$ cat src/design/fir_window_filter_div_unit_defines.svh
// Assertion macros shared by the filter's RTL files.
// Depends on nothing; the bodies vanish when SYNTHESIS is defined.
`ifndef FIR_WINDOW_FILTER_DIV_UNIT_DEFINES_SVH
`define FIR_WINDOW_FILTER_DIV_UNIT_DEFINES_SVH
`ifndef SYNTHESIS
// Same-cycle implication.
`define FWFD_ASSERT_IMP(label, clk, rst, ante, cons) \
  label: assert property (@(posedge clk) disable iff (rst) (ante) |-> (cons)) \
    else $error("fwfd assertion failed");
// Next-cycle implication.
`define FWFD_ASSERT_NEXT(label, clk, rst, ante, cons) \
  label: assert property (@(posedge clk) disable iff (rst) (ante) |=> (cons)) \
    else $error("fwfd assertion failed");
`else
`define FWFD_ASSERT_IMP(label, clk, rst, ante, cons)
`define FWFD_ASSERT_NEXT(label, clk, rst, ante, cons)
`endif
`endif

$ cat src/design/fwfd_pkg.sv
// Package of the windowed FIR filter with division: widths, types, codes.
// Used by every module of the block; depends on nothing.
package fwfd_pkg;

  localparam int MAX_TAPS  = 8;
  localparam int SAMPLE_W  = 8;
  localparam int COEF_W    = 64;
  localparam int DIV_W     = 16;
  localparam int TAPS_W    = 4;
  localparam int FILT_W    = 19;
  localparam int ACC_W     = 19;
  localparam int MAG_W     = 18;
  localparam int PROD_W    = 2 * SAMPLE_W;
  localparam int TAP_IDX_W = $clog2(MAX_TAPS);
  localparam int TAP_CNT_W = $clog2(MAX_TAPS + 1);
  localparam int BIT_CNT_W = $clog2(MAG_W);
  localparam int CFG_IDX_W = 2;
  localparam int QDEPTH    = 2;
  localparam int QPTR_W    = (QDEPTH > 1) ? $clog2(QDEPTH) : 1;
  localparam int QCNT_W    = $clog2(QDEPTH + 1);

  // Configuration register indexes.
  localparam logic [CFG_IDX_W-1:0] CFG_COEFFICIENTS = CFG_IDX_W'(0);
  localparam logic [CFG_IDX_W-1:0] CFG_DIVISOR      = CFG_IDX_W'(1);
  localparam logic [CFG_IDX_W-1:0] CFG_TAPS_IN_USE  = CFG_IDX_W'(2);

  typedef logic [MAX_TAPS-1:0][SAMPLE_W-1:0] window_t;

  // One word handed from the front to the back: window snapshot and its length.
  typedef struct packed {
    window_t                window;
    logic [TAP_CNT_W-1:0]   ntaps;
  } entry_t;

  // Queue status seen by both sides.
  typedef struct packed {
    logic full;
    logic empty;
  } q_status_t;

  typedef enum logic [2:0] {
    BK_IDLE,
    BK_MAC,
    BK_PREP,
    BK_DIV,
    BK_FIN,
    BK_DONE
  } back_state_e;

  // Clamp the configured tap count into 1..MAX_TAPS.
  function automatic logic [TAP_CNT_W-1:0] sat_taps(input logic [TAPS_W-1:0] n);
    logic [TAP_CNT_W-1:0] r;
    if (n == '0) begin
      r = TAP_CNT_W'(1);
    end else if (32'(n) > MAX_TAPS) begin
      r = TAP_CNT_W'(MAX_TAPS);
    end else begin
      r = TAP_CNT_W'(n);
    end
    return r;
  endfunction

endpackage

$ cat src/design/fwfd_front.sv
// Front of the filter: accepts samples and shifts them into the window.
// Depends on fwfd_pkg; pushes a window snapshot into fwfd_queue.
module fwfd_front (
  input  logic                                clk,
  input  logic                                rst,
  input  logic signed [fwfd_pkg::SAMPLE_W-1:0] sample,
  input  logic                                sample_valid,
  output logic                                sample_stall,
  input  logic [fwfd_pkg::TAPS_W-1:0]         taps_in_use,
  input  fwfd_pkg::q_status_t                 qst,
  output logic                                push,
  output fwfd_pkg::entry_t                    push_entry
);

  fwfd_pkg::window_t              window;
  fwfd_pkg::window_t              window_next;
  fwfd_pkg::window_t              shifted;
  logic [fwfd_pkg::TAP_CNT_W-1:0] ntaps;

  // A word is taken whenever the queue has room.
  assign sample_stall = qst.full;
  assign push         = sample_valid && !qst.full;
  assign ntaps        = fwfd_pkg::sat_taps(taps_in_use);

  // Positions below the newest used one take their upper neighbour; the newest
  // used position takes the sample; unused positions keep their contents.
  always_comb begin
    shifted = {{fwfd_pkg::SAMPLE_W{1'b0}}, window[fwfd_pkg::MAX_TAPS-1:1]};
    for (int i = 0; i < fwfd_pkg::MAX_TAPS; i++) begin
      if (fwfd_pkg::TAP_CNT_W'(i + 1) < ntaps) begin
        window_next[i] = shifted[i];
      end else if (fwfd_pkg::TAP_CNT_W'(i + 1) == ntaps) begin
        window_next[i] = sample;
      end else begin
        window_next[i] = window[i];
      end
    end
  end

  assign push_entry.window = window_next;
  assign push_entry.ntaps  = ntaps;

  // The window starts cleared to zero.
  always_ff @(posedge clk) begin
    if (rst) begin
      window <= '0;
    end else if (push) begin
      window <= window_next;
    end
  end

endmodule

$ cat src/design/fwfd_queue.sv
// Short queue of window snapshots between the front and the back.
// Depends on fwfd_pkg.
module fwfd_queue (
  input  logic                clk,
  input  logic                rst,
  input  logic                push,
  input  fwfd_pkg::entry_t    push_entry,
  input  logic                pop,
  output fwfd_pkg::entry_t    head,
  output fwfd_pkg::q_status_t qst
);

  fwfd_pkg::entry_t            slots [fwfd_pkg::QDEPTH];
  logic [fwfd_pkg::QPTR_W-1:0] wr_ptr;
  logic [fwfd_pkg::QPTR_W-1:0] rd_ptr;
  logic [fwfd_pkg::QCNT_W-1:0] count;

  assign qst.full  = (count == fwfd_pkg::QCNT_W'(fwfd_pkg::QDEPTH));
  assign qst.empty = (count == '0);
  assign head      = slots[rd_ptr];

  // Pointer advance with wrap at the queue depth.
  function automatic logic [fwfd_pkg::QPTR_W-1:0] bump(input logic [fwfd_pkg::QPTR_W-1:0] p);
    logic [fwfd_pkg::QPTR_W-1:0] r;
    if (p == fwfd_pkg::QPTR_W'(fwfd_pkg::QDEPTH - 1)) begin
      r = '0;
    end else begin
      r = p + 1'b1;
    end
    return r;
  endfunction

  // Slot storage carries no reset.
  always_ff @(posedge clk) begin
    if (push) begin
      slots[wr_ptr] <= push_entry;
    end
  end

  // Pointers and fill count.
  always_ff @(posedge clk) begin
    if (rst) begin
      wr_ptr <= '0;
      rd_ptr <= '0;
      count  <= '0;
    end else begin
      if (push) begin
        wr_ptr <= bump(wr_ptr);
      end
      if (pop) begin
        rd_ptr <= bump(rd_ptr);
      end
      if (push && !pop) begin
        count <= count + 1'b1;
      end else if (pop && !push) begin
        count <= count - 1'b1;
      end
    end
  end

endmodule

$ cat src/design/fwfd_back.sv
// Back of the filter: sequential multiply-accumulate, restoring division
// and the result register. Depends on fwfd_pkg; pops words from fwfd_queue.
module fwfd_back (
  input  logic                                  clk,
  input  logic                                  rst,
  input  fwfd_pkg::q_status_t                   qst,
  input  fwfd_pkg::entry_t                      head,
  output logic                                  pop,
  input  logic [fwfd_pkg::COEF_W-1:0]           coefficients,
  input  logic signed [fwfd_pkg::DIV_W-1:0]     divisor,
  output logic signed [fwfd_pkg::FILT_W-1:0]    filtered,
  output logic                                  divide_error,
  output logic                                  result_valid,
  input  logic                                  result_stall
);

  fwfd_pkg::back_state_e            state;
  fwfd_pkg::back_state_e            state_next;
  fwfd_pkg::window_t                window;
  logic [fwfd_pkg::TAP_CNT_W-1:0]   ntaps;
  logic [fwfd_pkg::TAP_IDX_W-1:0]   k;
  logic signed [fwfd_pkg::ACC_W-1:0] acc;
  logic signed [fwfd_pkg::PROD_W-1:0] product;
  logic [fwfd_pkg::MAG_W-1:0]       dq;
  logic [fwfd_pkg::DIV_W-1:0]       rem;
  logic [fwfd_pkg::DIV_W-1:0]       dmag;
  logic [fwfd_pkg::DIV_W:0]         rem_sh;
  logic [fwfd_pkg::DIV_W:0]         rem_sub;
  logic                             ge;
  logic [fwfd_pkg::BIT_CNT_W-1:0]   bitcnt;
  logic                             neg;
  logic                             err;
  logic signed [fwfd_pkg::ACC_W-1:0] acc_abs;
  logic signed [fwfd_pkg::FILT_W-1:0] quot;
  logic                             last_tap;
  logic                             last_bit;

  // One tap product per cycle on the shared multiplier.
  assign product = $signed(window[k])
                 * $signed(coefficients[k * fwfd_pkg::SAMPLE_W +: fwfd_pkg::SAMPLE_W]);
  assign last_tap = (fwfd_pkg::TAP_CNT_W'(k) + 1'b1) == ntaps;

  // One quotient bit per cycle of the restoring division.
  assign rem_sh  = {rem, dq[fwfd_pkg::MAG_W-1]};
  assign ge      = rem_sh >= {1'b0, dmag};
  assign rem_sub = rem_sh - {1'b0, dmag};
  assign last_bit = bitcnt == fwfd_pkg::BIT_CNT_W'(fwfd_pkg::MAG_W - 1);

  assign acc_abs = acc[fwfd_pkg::ACC_W-1] ? -acc : acc;
  assign quot    = $signed({1'b0, dq});

  // Next state.
  always_comb begin
    state_next = state;
    unique case (state)
      fwfd_pkg::BK_IDLE: begin
        if (!qst.empty) state_next = fwfd_pkg::BK_MAC;
      end
      fwfd_pkg::BK_MAC: begin
        if (last_tap) state_next = fwfd_pkg::BK_PREP;
      end
      fwfd_pkg::BK_PREP: begin
        state_next = (divisor == '0) ? fwfd_pkg::BK_FIN : fwfd_pkg::BK_DIV;
      end
      fwfd_pkg::BK_DIV: begin
        if (last_bit) state_next = fwfd_pkg::BK_FIN;
      end
      fwfd_pkg::BK_FIN: begin
        state_next = fwfd_pkg::BK_DONE;
      end
      fwfd_pkg::BK_DONE: begin
        if (!result_stall) state_next = fwfd_pkg::BK_IDLE;
      end
      default: state_next = fwfd_pkg::BK_IDLE;
    endcase
  end

  // Handshake outputs.
  always_comb begin
    pop          = 1'b0;
    result_valid = 1'b0;
    unique case (state)
      fwfd_pkg::BK_IDLE: pop = !qst.empty;
      fwfd_pkg::BK_DONE: result_valid = 1'b1;
      default: begin
        pop          = 1'b0;
        result_valid = 1'b0;
      end
    endcase
  end

  always_ff @(posedge clk) begin
    if (rst) begin
      state <= fwfd_pkg::BK_IDLE;
    end else begin
      state <= state_next;
    end
  end

  // Datapath registers, loaded according to the current step.
  always_ff @(posedge clk) begin
    unique case (state)
      fwfd_pkg::BK_IDLE: begin
        window <= head.window;
        ntaps  <= head.ntaps;
        k      <= '0;
        acc    <= '0;
      end
      fwfd_pkg::BK_MAC: begin
        acc <= acc + fwfd_pkg::ACC_W'(product);
        k   <= k + 1'b1;
      end
      fwfd_pkg::BK_PREP: begin
        dq     <= acc_abs[fwfd_pkg::MAG_W-1:0];
        rem    <= '0;
        dmag   <= divisor[fwfd_pkg::DIV_W-1] ? fwfd_pkg::DIV_W'(-divisor) : divisor;
        neg    <= acc[fwfd_pkg::ACC_W-1] ^ divisor[fwfd_pkg::DIV_W-1];
        err    <= (divisor == '0);
        bitcnt <= '0;
      end
      fwfd_pkg::BK_DIV: begin
        rem    <= ge ? rem_sub[fwfd_pkg::DIV_W-1:0] : rem_sh[fwfd_pkg::DIV_W-1:0];
        dq     <= {dq[fwfd_pkg::MAG_W-2:0], ge};
        bitcnt <= bitcnt + 1'b1;
      end
      fwfd_pkg::BK_FIN: begin
        if (err) begin
          filtered <= '0;
        end else begin
          filtered <= neg ? -quot : quot;
        end
        divide_error <= err;
      end
      fwfd_pkg::BK_DONE: begin
        k <= k;
      end
      default: begin
        k <= k;
      end
    endcase
  end

endmodule

$ cat src/design/fir_window_filter_div_unit.sv
// Windowed FIR filter with signed division, one result word per sample word.
// Each accepted word passes through the shared multiply-accumulate over the taps
// in use, the 18-step divider (skipped for a zero divisor) and the result register.
// The back takes a new word only after its last result is taken; a two-deep queue
// lets the front take words while the back works or waits on a stalled result.
// Reset (rst, synchronous): window cleared, queue emptied, config and state to defaults.
`include "fir_window_filter_div_unit_defines.svh"
module fir_window_filter_div_unit (
  input  logic                                  clk,
  input  logic                                  rst,
  input  logic                                  cfg_we,
  input  logic [fwfd_pkg::CFG_IDX_W-1:0]        cfg_index,
  input  logic [fwfd_pkg::COEF_W-1:0]           cfg_data,
  input  logic signed [fwfd_pkg::SAMPLE_W-1:0]  sample,
  input  logic                                  sample_valid,
  output logic                                  sample_stall,
  output logic signed [fwfd_pkg::FILT_W-1:0]    filtered,
  output logic                                  divide_error,
  output logic                                  result_valid,
  input  logic                                  result_stall
);

  logic [fwfd_pkg::COEF_W-1:0]       coefficients;
  logic signed [fwfd_pkg::DIV_W-1:0] divisor;
  logic [fwfd_pkg::TAPS_W-1:0]       taps_in_use;
  logic                              push;
  logic                              pop;
  fwfd_pkg::entry_t                  push_entry;
  fwfd_pkg::entry_t                  head;
  fwfd_pkg::q_status_t               qst;

  // Configuration registers; writes to unused indexes are dropped.
  always_ff @(posedge clk) begin
    if (rst) begin
      coefficients <= '0;
      divisor      <= fwfd_pkg::DIV_W'(1);
      taps_in_use  <= fwfd_pkg::TAPS_W'(fwfd_pkg::MAX_TAPS);
    end else if (cfg_we) begin
      unique case (cfg_index)
        fwfd_pkg::CFG_COEFFICIENTS: coefficients <= cfg_data;
        fwfd_pkg::CFG_DIVISOR:      divisor      <= cfg_data[fwfd_pkg::DIV_W-1:0];
        fwfd_pkg::CFG_TAPS_IN_USE:  taps_in_use  <= cfg_data[fwfd_pkg::TAPS_W-1:0];
        default:                    coefficients <= coefficients;
      endcase
    end
  end

  fwfd_front u_front (
    .clk          (clk),
    .rst          (rst),
    .sample       (sample),
    .sample_valid (sample_valid),
    .sample_stall (sample_stall),
    .taps_in_use  (taps_in_use),
    .qst          (qst),
    .push         (push),
    .push_entry   (push_entry)
  );

  fwfd_queue u_queue (
    .clk        (clk),
    .rst        (rst),
    .push       (push),
    .push_entry (push_entry),
    .pop        (pop),
    .head       (head),
    .qst        (qst)
  );

  fwfd_back u_back (
    .clk          (clk),
    .rst          (rst),
    .qst          (qst),
    .head         (head),
    .pop          (pop),
    .coefficients (coefficients),
    .divisor      (divisor),
    .filtered     (filtered),
    .divide_error (divide_error),
    .result_valid (result_valid),
    .result_stall (result_stall)
  );

  // A zero divisor always comes out as a zero result.
  `FWFD_ASSERT_IMP(a_err_gives_zero, clk, rst, result_valid && divide_error, filtered == '0)
  // An accepted word is waiting in the queue in the next cycle.
  `FWFD_ASSERT_NEXT(a_push_lands, clk, rst, sample_valid && !sample_stall, !qst.empty)
  // The queue can never look full and empty at once.
  `FWFD_ASSERT_IMP(a_queue_sane, clk, rst, 1'b1, !(qst.full && qst.empty))

endmodule
$ cat config.mk
export PLATFORM = sky130hd
export DESIGN_NAME = fir_window_filter_div_unit
export DESIGN_NICKNAME = d
export VERILOG_FILES = /design/src/design/fwfd_pkg.sv /design/src/design/fwfd_front.sv /design/src/design/fwfd_queue.sv /design/src/design/fwfd_back.sv /design/src/design/fir_window_filter_div_unit.sv
export VERILOG_INCLUDE_DIRS = /design/src /design/src/design
export SDC_FILE = /design/constraint.sdc
export NUM_CORES = 1
export LEC_CHECK = 0
export ABC_AREA = 0
export BUFFER_PORTS_ARGS = -buffer_cell sky130_fd_sc_hd__buf_4
export CORE_MARGIN = 3
export CORE_UTILIZATION = 30
export DETAILED_ROUTE_END_ITERATION = 10
export SYNTH_ARGS = -nofsm -noshare
export SYNTH_HDL_FRONTEND = slang
export SYNTH_SLANG_ARGS = --single-unit
export TNS_END_PERCENT = 5
$ cat constraint.sdc
create_clock -name clk -period 18.2 [get_ports clk]
set_clock_uncertainty 0.05 [all_clocks]
set_input_delay 1.82 -clock clk [delete_from_list [all_inputs] [get_ports clk]]
set_output_delay 1.82 -clock clk [all_outputs]
set_load 0.005 [all_outputs]
==> results of run 1 <==
==> metal layers <==
| layer | GRT usage (%) | vias to the layer above | routed length (µm) |
|---|---|---|---|
| met5 | 0 | - | 0 |
| met2 | 22.4 | 457 | 26100 |
| met4 | 3.70 | 0 | 1340 |
| li1 | - | 7344 | - |
| met1 | 18.9 | 7592 | 25300 |
| met3 | 2.58 | 76 | 3740 |
==> flip-flops by register name (all words and copies together), names as in the netlist <==
name,count
u_back.bitcnt,5
divisor,16
u_back.divide_error,1
u_back.ntaps,4
u_back.neg,1
u_back.dq,18
u_back.window,64
u_front.shifted,56
taps_in_use,4
u_queue.rd_ptr,1
u_back.state,3
u_back.dmag,16
u_back.k,3
coefficients,64
u_back.rem,16
u_queue.count,2
u_queue.slots,136
u_back.err,1
u_queue.wr_ptr,1
u_back.filtered,19
u_back.acc,19
==> where the power goes <==
part / switching [mW] / total (mW) / internal, mW
clock network: 0.406 / 0.977 / 0.570
registers: 0.117 / 1.50 / 1.39
logic: 0.656 / 1.10 / 0.446
==> tightest hold or removal path, cell delays in order, from the launching register on <==
cell     delay [ns]
dfxtp_1        0.30
nand2_1        0.05
a21oi_1        0.05
==> metrics by stage <==
stage / util, % / total power [mW]
6_report: 34.9 / 3.58
2_1_floorplan: - / 2.31
4_1_cts: 34.9 / 3.62
3_5_place_dp: 32.9 / 2.62
5_1_grt: 34.9 / 3.81
3_3_place_gp: 32.9 / 2.59
==> cell families (layout without fill, tap and decap cells) <==
logic type	after synthesis	count (layout)	share of synthesized area, %
flip-flops	450	450	51.7
XOR/XNOR	84	84	3.16
multiplexers	172	172	9.59
adder cells (fa/ha/maj)	152	152	10.9
other	0	1	0
buffers and inverters	257	364	4.28
AND/OR/NAND/NOR	590	590	11.1
AO/OA/AOI/OAI	350	350	9.22
==> layout make-up <==
type	instances	area share [%]
antenna	1	0.00937
multi-input combinational	1348	38.5
clock inverter	17	0.590
sequential	450	45.1
timing repair buffer	124	3.49
tap	1030	4.83
clock buffer	70	5.31
inverter	153	2.15
==> final timing paths <==
kind	start	endpoint	slack (ns)
setup / recovery	u_back.k[1]$_SDFFCE_PN0P_	u_back.acc[18]$_SDFFCE_PN0P_	11.17
hold / removal	coefficients[52]$_SDFFE_PP0P_	coefficients[52]$_SDFFE_PP0P_	0.40
setup reg to reg	u_back.k[1]$_SDFFCE_PN0P_	u_back.acc[18]$_SDFFCE_PN0P_	11.17
hold reg to reg	coefficients[52]$_SDFFE_PP0P_	coefficients[52]$_SDFFE_PP0P_	0.40
==> cells in the final DEF, fill, tap and decap left out, types with 43 or more instances in the layout <==
| cell type | netlist | layout |
|---|---|---|
| ha_1 | 67 | 67 |
| nand2_1 | 316 | 316 |
| o21ai_0 | 66 | 66 |
| mux2i_1 | 50 | 50 |
| dfxtp_1 | 147 | 146 |
| inv_1 | 152 | 152 |
| clkbuf_16 | 0 | 51 |
| buf_4 | 0 | 124 |
| a21oi_1 | 169 | 169 |
| nor2_1 | 140 | 138 |
| xnor2_1 | 43 | 43 |
| edfxtp_1 | 303 | 303 |
| mux2_2 | 90 | 90 |
| fa_1 | 85 | 85 |
==> summary.md, run 1 <==
| Metric | Value |
|---|---|
| Final std cell area, no fill | `0.0267 mm²` |
| WL/cell | `17.7 µm` |
| Initial Utilization | `between 30% and 40%` |
| Startpoint types | `flip-flop` |
| Most used DFF post-synth | `edfxtp_1` |
| Most frequent CP cell | `fa_1` |
| Slew margin rel. | `around 22%` |
| Ranking of synthesized cells by area | `edfxtp_1, dfxtp_1, fa_1, nand2_1, mux2_2` |
| Critical-path cell list | `buf_4, mux4_2, mux2i_1, nor2_1, inv_1, fa_1, inv_1, fa_1, fa_1, fa_1, fa_1, ha_1, o21a_1, o31a_1, o21ai_0, and3_1, o21ai_0, nor3b_1` |
| Ys async rst share | `0%` |
| Sinks on Clock Net | `450` |
| # nets final | `about 2,400` |
| Placed Instances | `3,105` |
| Actual slew at the worst max-slew pin | `1.17 ns` |
| Flops & latches, synth | `450` |
| Post_cts resized | `0` |
| Syn Std Cell Area | `around 0.023 mm²` |
| Post-CTS Setup Inserts | `0` |
| Remaining antenna violation count | `0` |
| Gr usage total | `13.8%` |
| Max incr delay on CP | `0.92 ns` |
| Drt total wl | `56,500 µm` |
| Non-Filler Instances | `3,193` |
| GRT overflow | `0` |
| Routed vias | `15,500` |
| Final hold vios | `0` |
| Most frequent cells after synthesis | `nand2_1, edfxtp_1, a21oi_1, inv_1, dfxtp_1` |
| CP Capture Type | `flip-flop` |
| I/O Buffers | `100` |
| Core box area | `0.0765 mm²` |
| Clk_lat worst skew | `between 0.5 and 0.6 ns` |
| Number of global-route vias before repair | `15,600` |
| DRT Pass-1 Iters | `6` |
| Die span in y | `around 280 µm` |
| Final setup vio count | `0` |
| Synth top area share | `39.1%` |
| Die W | `285 µm` |
| Routability Congestion | `0.869` |
| Mapped Nets | `2,286` |
| Full die area | `0.0810 mm²` |
| Seq/Total Area, Yosys | `51.7%` |
| Crit Path Class | `reg2reg` |
| Area Overhead vs Synth | `14.7%` |
| CTS tree | `done` |
| Status | `complete, no violations` |
| Post-DP Area | `0.0251 mm²` |
| Max Cap Viol | `0` |
| Yosys top cell by area | `edfxtp_1` |
| Row cnt | `101` |
| Pwr dens | `134 mW/mm²` |
| CTS Hold Bufs | `0` |
| Mean Syn Cell Area | `11.3 µm²` |
| CTS Buf Count | `47` |
| Fraction of layout cells with a size suffix above 1 | `16.2%` |
| Count leader, synth | `nand2_1` |
| RSZ-0062 raised after global routing | `no` |
| FF-to-FF path depth | `18` |
| Setup ws final | `11.17 ns` |
| Fmax | `142 MHz` |
| Clock transition at the registers of the reported paths | `0.07 ns` |
| HPWL after detailed placement | `38,900 µm` |
| Tcrit/Tclk final | `38.6%` |
| CTS max path bufs | `3` |
| H-Tree Depth | `2` |
| Worst Hold Depth | `2` |
| Reg area | `0.0120 mm²` |
| Netlist cell types | `between 60 and 70` |
| Final hold slack | `0.405 ns` |
| Area occupied by multi-input gates | `a little over 0.01 mm²` |
| Post-route DRC | `0` |
| Post-DR vias/cell | `4.84` |
| Peak supply drop | `0.0924 mV` |
| Cells after synthesis | `just over 2,000` |
| Crit path time final | `7.03 ns` |
| Dpl ws | `11.19 ns` |
| CP Data Required Time | `18.45 ns` |
| Stages on worst setup path | `18` |
| Synth Warn # | `0` |
| Post-synth EDFFs | `303` |
| FILL cells | `7,539` |
| Initial antenna violation count | `3` |
| Worst-path maximum fanout | `26` |
| Crit path max-delay family | `adder cells` |
| Pin count of the biggest net entering global routing | `91` |
| WP data arrival | `7.28 ns` |
| Crit path buf inv count | `3` |
| Root Buffer | `clkbuf_16` |
| I/O pin count | `just over 100` |
| Final Max Slew Viols | `0` |
| DRT iter0 DRCs | `1,314` |
| Setup TNS | `0 ns` |
| First-pass GRT wire length | `88,900 µm` |
| HP Class | `reg2reg` |
| Leak | `10.2 nW` |
| CP max-delay cell | `nor2_1` |
Note: power is estimated with default switching activity, not from simulation.
==> run 2: changes to the inputs <==
ABC_AREA = 1   (was 0)
clock period = 6.9 ns   (was 18.2 ns; I/O delays follow)
==> run 2 against run 1 <==
Against the previous run:
- utilization shrank 0.15 points
- critical path type unchanged
- via count grew 19%
- highest routed layer unchanged
- area after synthesis grew 4.5%
- first-iteration DRC count up 16%
- largest cell class unchanged
==> summary.md, run 2 <==
| Metric | Value |
|---|---|
| Area occupied by multi-input gates | `0.0104 mm² (+1.4%)` |
| Initial antenna violation count | `0 (-3)` |
| DRT Pass-1 Iters | `5 (-1)` |
| Most used DFF post-synth | `edfxtp_1` |
| Critical-path cell list | `inv_2, buf_4, nor2_1, o32ai_1, nand2_1, o21ai_2, nand2_1, inv_1, fa_1, fa_1, fa_1, fa_1, ha_1, ha_1, nand2_1, o21ai_0, nor2_1, inv_1, nand3_1, a21oi_1, nor2_1` |
| Row cnt | `103 (+2.0%)` |
| Core box area | `0.0796 mm² (+4.2%)` |
| Yosys top cell by area | `edfxtp_1` |
| Cells after synthesis | `2,798 (+36%)` |
| Syn Std Cell Area | `0.0243 mm² (+4.5%)` |
| Mean Syn Cell Area | `8.70 µm² (-23%)` |
| CP max-delay cell | `fa_1` |
| GR Util met3 | `2.26% (-0.32 points)` |
| Largest register by flop count | `u_queue.slots` |
| CP Capture Type | `flip-flop` |
| Most frequent cells after synthesis | `nand2_1, nor2_1, inv_1, edfxtp_1, o21ai_0` |
| Crit path time final | `6.11 ns (-0.926 ns)` |
| RSZ-0062 raised after global routing | `no` |
| Remaining antenna violation count | `0 (unchanged)` |
| CP Data Required Time | `7.18 ns (-11.27 ns)` |
| Ant diodes | `0 (-1)` |
| CTS Buf Count | `46 (-2.1%)` |
| Final Max Slew Viols | `0 (unchanged)` |
| GRT overflow | `0 (unchanged)` |
| Post_cts resized | `0 (unchanged)` |
| Slew margin rel. | `19.8% (-1.9 points)` |
| M1 GR Usage | `21.9% (+3.0 points)` |
| Synth Warn # | `0 (unchanged)` |
| Count leader, synth | `nand2_1` |
| Actual slew at the worst max-slew pin | `1.20 ns (+0.0272 ns)` |
| Most frequent cells in the layout | `nand2_1, nor2_1, inv_1` |
| I/O Buffers | `100 (unchanged)` |
| Drt total wl | `63,500 µm (+12%)` |
| Final std cell area, no fill | `0.0277 mm² (+3.7%)` |
| Pin count of the biggest net entering global routing | `100 (+9.9%)` |
| Post-synth EDFFs | `303 (unchanged)` |
| Max incr delay on CP | `0.54 ns (-0.38 ns)` |
| Startpoint types | `flip-flop` |
| HP Class | `in2reg` |
| DRT iter0 DRCs | `1,525 (+16%)` |
| Simple-gate share of the synthesized area | `18.8% (+7.7 points)` |
| # nets final | `3,080 (+31%)` |
| Busiest grt layer | `met2` |
| Post-DP Area | `0.0261 mm² (+3.9%)` |
| Die span in y | `291 µm (+2.2%)` |
| CTS max path bufs | `3 (unchanged)` |
| Root Buffer | `clkbuf_16` |
| Max Cap Viol | `0 (unchanged)` |
| Final hold slack | `0.288 ns (-0.117 ns)` |
| Number of global-route vias before repair | `17,700 (+14%)` |
| CTS tree | `done` |
| Fraction of layout cells with a size suffix above 1 | `8.62% (-7.6 points)` |
| Final setup vio count | `0 (unchanged)` |
| Clock transition at the registers of the reported paths | `0.07 ns (about the same)` |
| Setup TNS | `0 ns (unchanged)` |
| Reg2Reg Setup Slack | `0.79 ns (-10.37 ns)` |
| Routability Congestion | `0.888 (+2.1%)` |
| H-Tree Depth | `2 (unchanged)` |
| Compound-gate portion of the synthesized area | `11.9% (+2.7 points)` |
| Gr usage total | `14.7% (+0.93 points)` |
| Reg area | `0.0120 mm² (unchanged)` |
| Final hold vios | `0 (unchanged)` |
| Sinks on Clock Net | `450 (unchanged)` |
| First-pass GRT wire length | `99,600 µm (+12%)` |
| Largest regs | `u_queue.slots (136), coefficients (64), u_back.window (64)` |
| Tcrit/Tclk final | `88.5% (+50 points)` |
| Status | `complete, no violations` |
| Clk_lat worst skew | `0.58 ns (about the same)` |
| Post-route DRC | `0 (unchanged)` |
| I/O pin count | `101 (unchanged)` |
| Largest family of logic cells by synthesized area | `simple AND/OR/NAND/NOR gates` |
| Post-DR vias/cell | `4.69 (-3.1%)` |
| Most frequent CP cell | `fa_1` |
| Routed vias | `18,500 (+19%)` |
| HPWL after detailed placement | `46,300 µm (+19%)` |
| Worst-path maximum fanout | `19 (-27%)` |
| Met2 GRT Util | `22.7% (+0.30 points)` |
| Full die area | `0.0846 mm² (+4.4%)` |
| Post-CTS Setup Inserts | `0 (unchanged)` |
| Initial Utilization | `30.6% (+0.097 points)` |
| Crit Path Class | `reg2reg` |
| Mux share of post-synthesis cell area | `0.123% (-9.5 points)` |
| WL/cell | `16.1 µm (-8.8%)` |
| FILL cells | `8,153 (+8.1%)` |
| Area Overhead vs Synth | `13.8%` |
| WP data arrival | `6.39 ns (-0.89 ns)` |
| Flops & latches, synth | `450 (unchanged)` |
| Max FFs per register | `136 (unchanged)` |
| Netlist cell types | `51 (-22%)` |
| Die W | `291 µm (+2.2%)` |
| Ys async rst share | `0% (unchanged)` |
| Ranking of synthesized cells by area | `edfxtp_1, dfxtp_1, nand2_1, fa_1, nor2_1` |
| Fmax | `164 MHz (+15%)` |
| Mapped Nets | `3,029 (+33%)` |
| Synth Area in Adders | `10.4% (-0.47 points)` |
| CTS Hold Bufs | `0 (unchanged)` |
| XOR/XNOR Fraction of Synth Area | `1.37% (-1.8 points)` |
| Seq/Total Area, Yosys | `49.5% (-2.2 points)` |
| Synth top area share | `37.4% (-1.7 points)` |
| Most common cell after layout, fill and taps aside | `nand2_1` |
[run 2: cell count changes after synthesis, sizes merged, moves of 30 or more]
cell   before  now
nor2      140  430
o21ai      69  320
nand2     316  557
inv       153  361
mux2       90    0
nand3       9   97
mux2i      50    3
mux4       32    0
xnor2      43   11
a21oi     169  139
[run 2: critical path, delay by kind of cell, from the launching register on]
family / cells / cell delay [ns]
compound gates: 4 / 0.95
simple gates: 7 / 0.73
flops: 1 / 0.45
buf+inv: 4 / 1.03
fa+ha+maj: 6 / 2.64
[run 2: worst paths after layout]
kind | startpoint | to | depth (start not counted)
worst max-delay path | u_back.k[0]$_SDFFCE_PN0P_ | u_back.acc[17]$_SDFFCE_PN0P_ | 21
worst min-delay path | cfg_data[62] | coefficients[62]$_SDFFE_PP0P_ | 3
worst max register to register | u_back.k[0]$_SDFFCE_PN0P_ | u_back.acc[17]$_SDFFCE_PN0P_ | 21
worst min register to register | divisor[0]$_SDFFE_PP1P_ | u_back.dmag[0]$_DFFE_PN_ | 0
[run 2: through the flow]
step	utilization, %	instances	setup WS [ns]
2_1_floorplan	-	2798	0.937
3_3_place_gp	32.8	3851	0.868
3_5_place_dp	32.8	3851	0.820
4_1_cts	34.8	3937	0.798
5_1_grt	34.8	3937	0.314
6_report	34.8	3937	0.793
[run 2: cell type report]
type                       count  share of cell area, %
clock inverter                27                   1.06
clock buffer                  59                   4.66
tap                         1050                   4.74
sequential                   450                   43.5
multi-input combinational   1862                   37.7
timing repair buffer         126                   3.46
inverter                     363                   4.94
[run 2: kinds of logic after synthesis]
family	after synthesis
DFF	450
xor gates and xnor gates	38
adders and majority gates	152
and+or+nand+nor	1130
AOI/OAI and AO/OA	539
muxes	3
buffers and inverters	486
[run 2: per-layer routing]
metal  vias to the layer above  share of wire [%]
met2                       496                 43
met1                      8636                 48
li1                       9271                  -
met3                        81                6.7
met4                         0                1.8
met5                         -                  0
Power of run 2 is not shown: default switching activity piles up to over one toggle a cycle in this logic, so the estimate is an artifact.
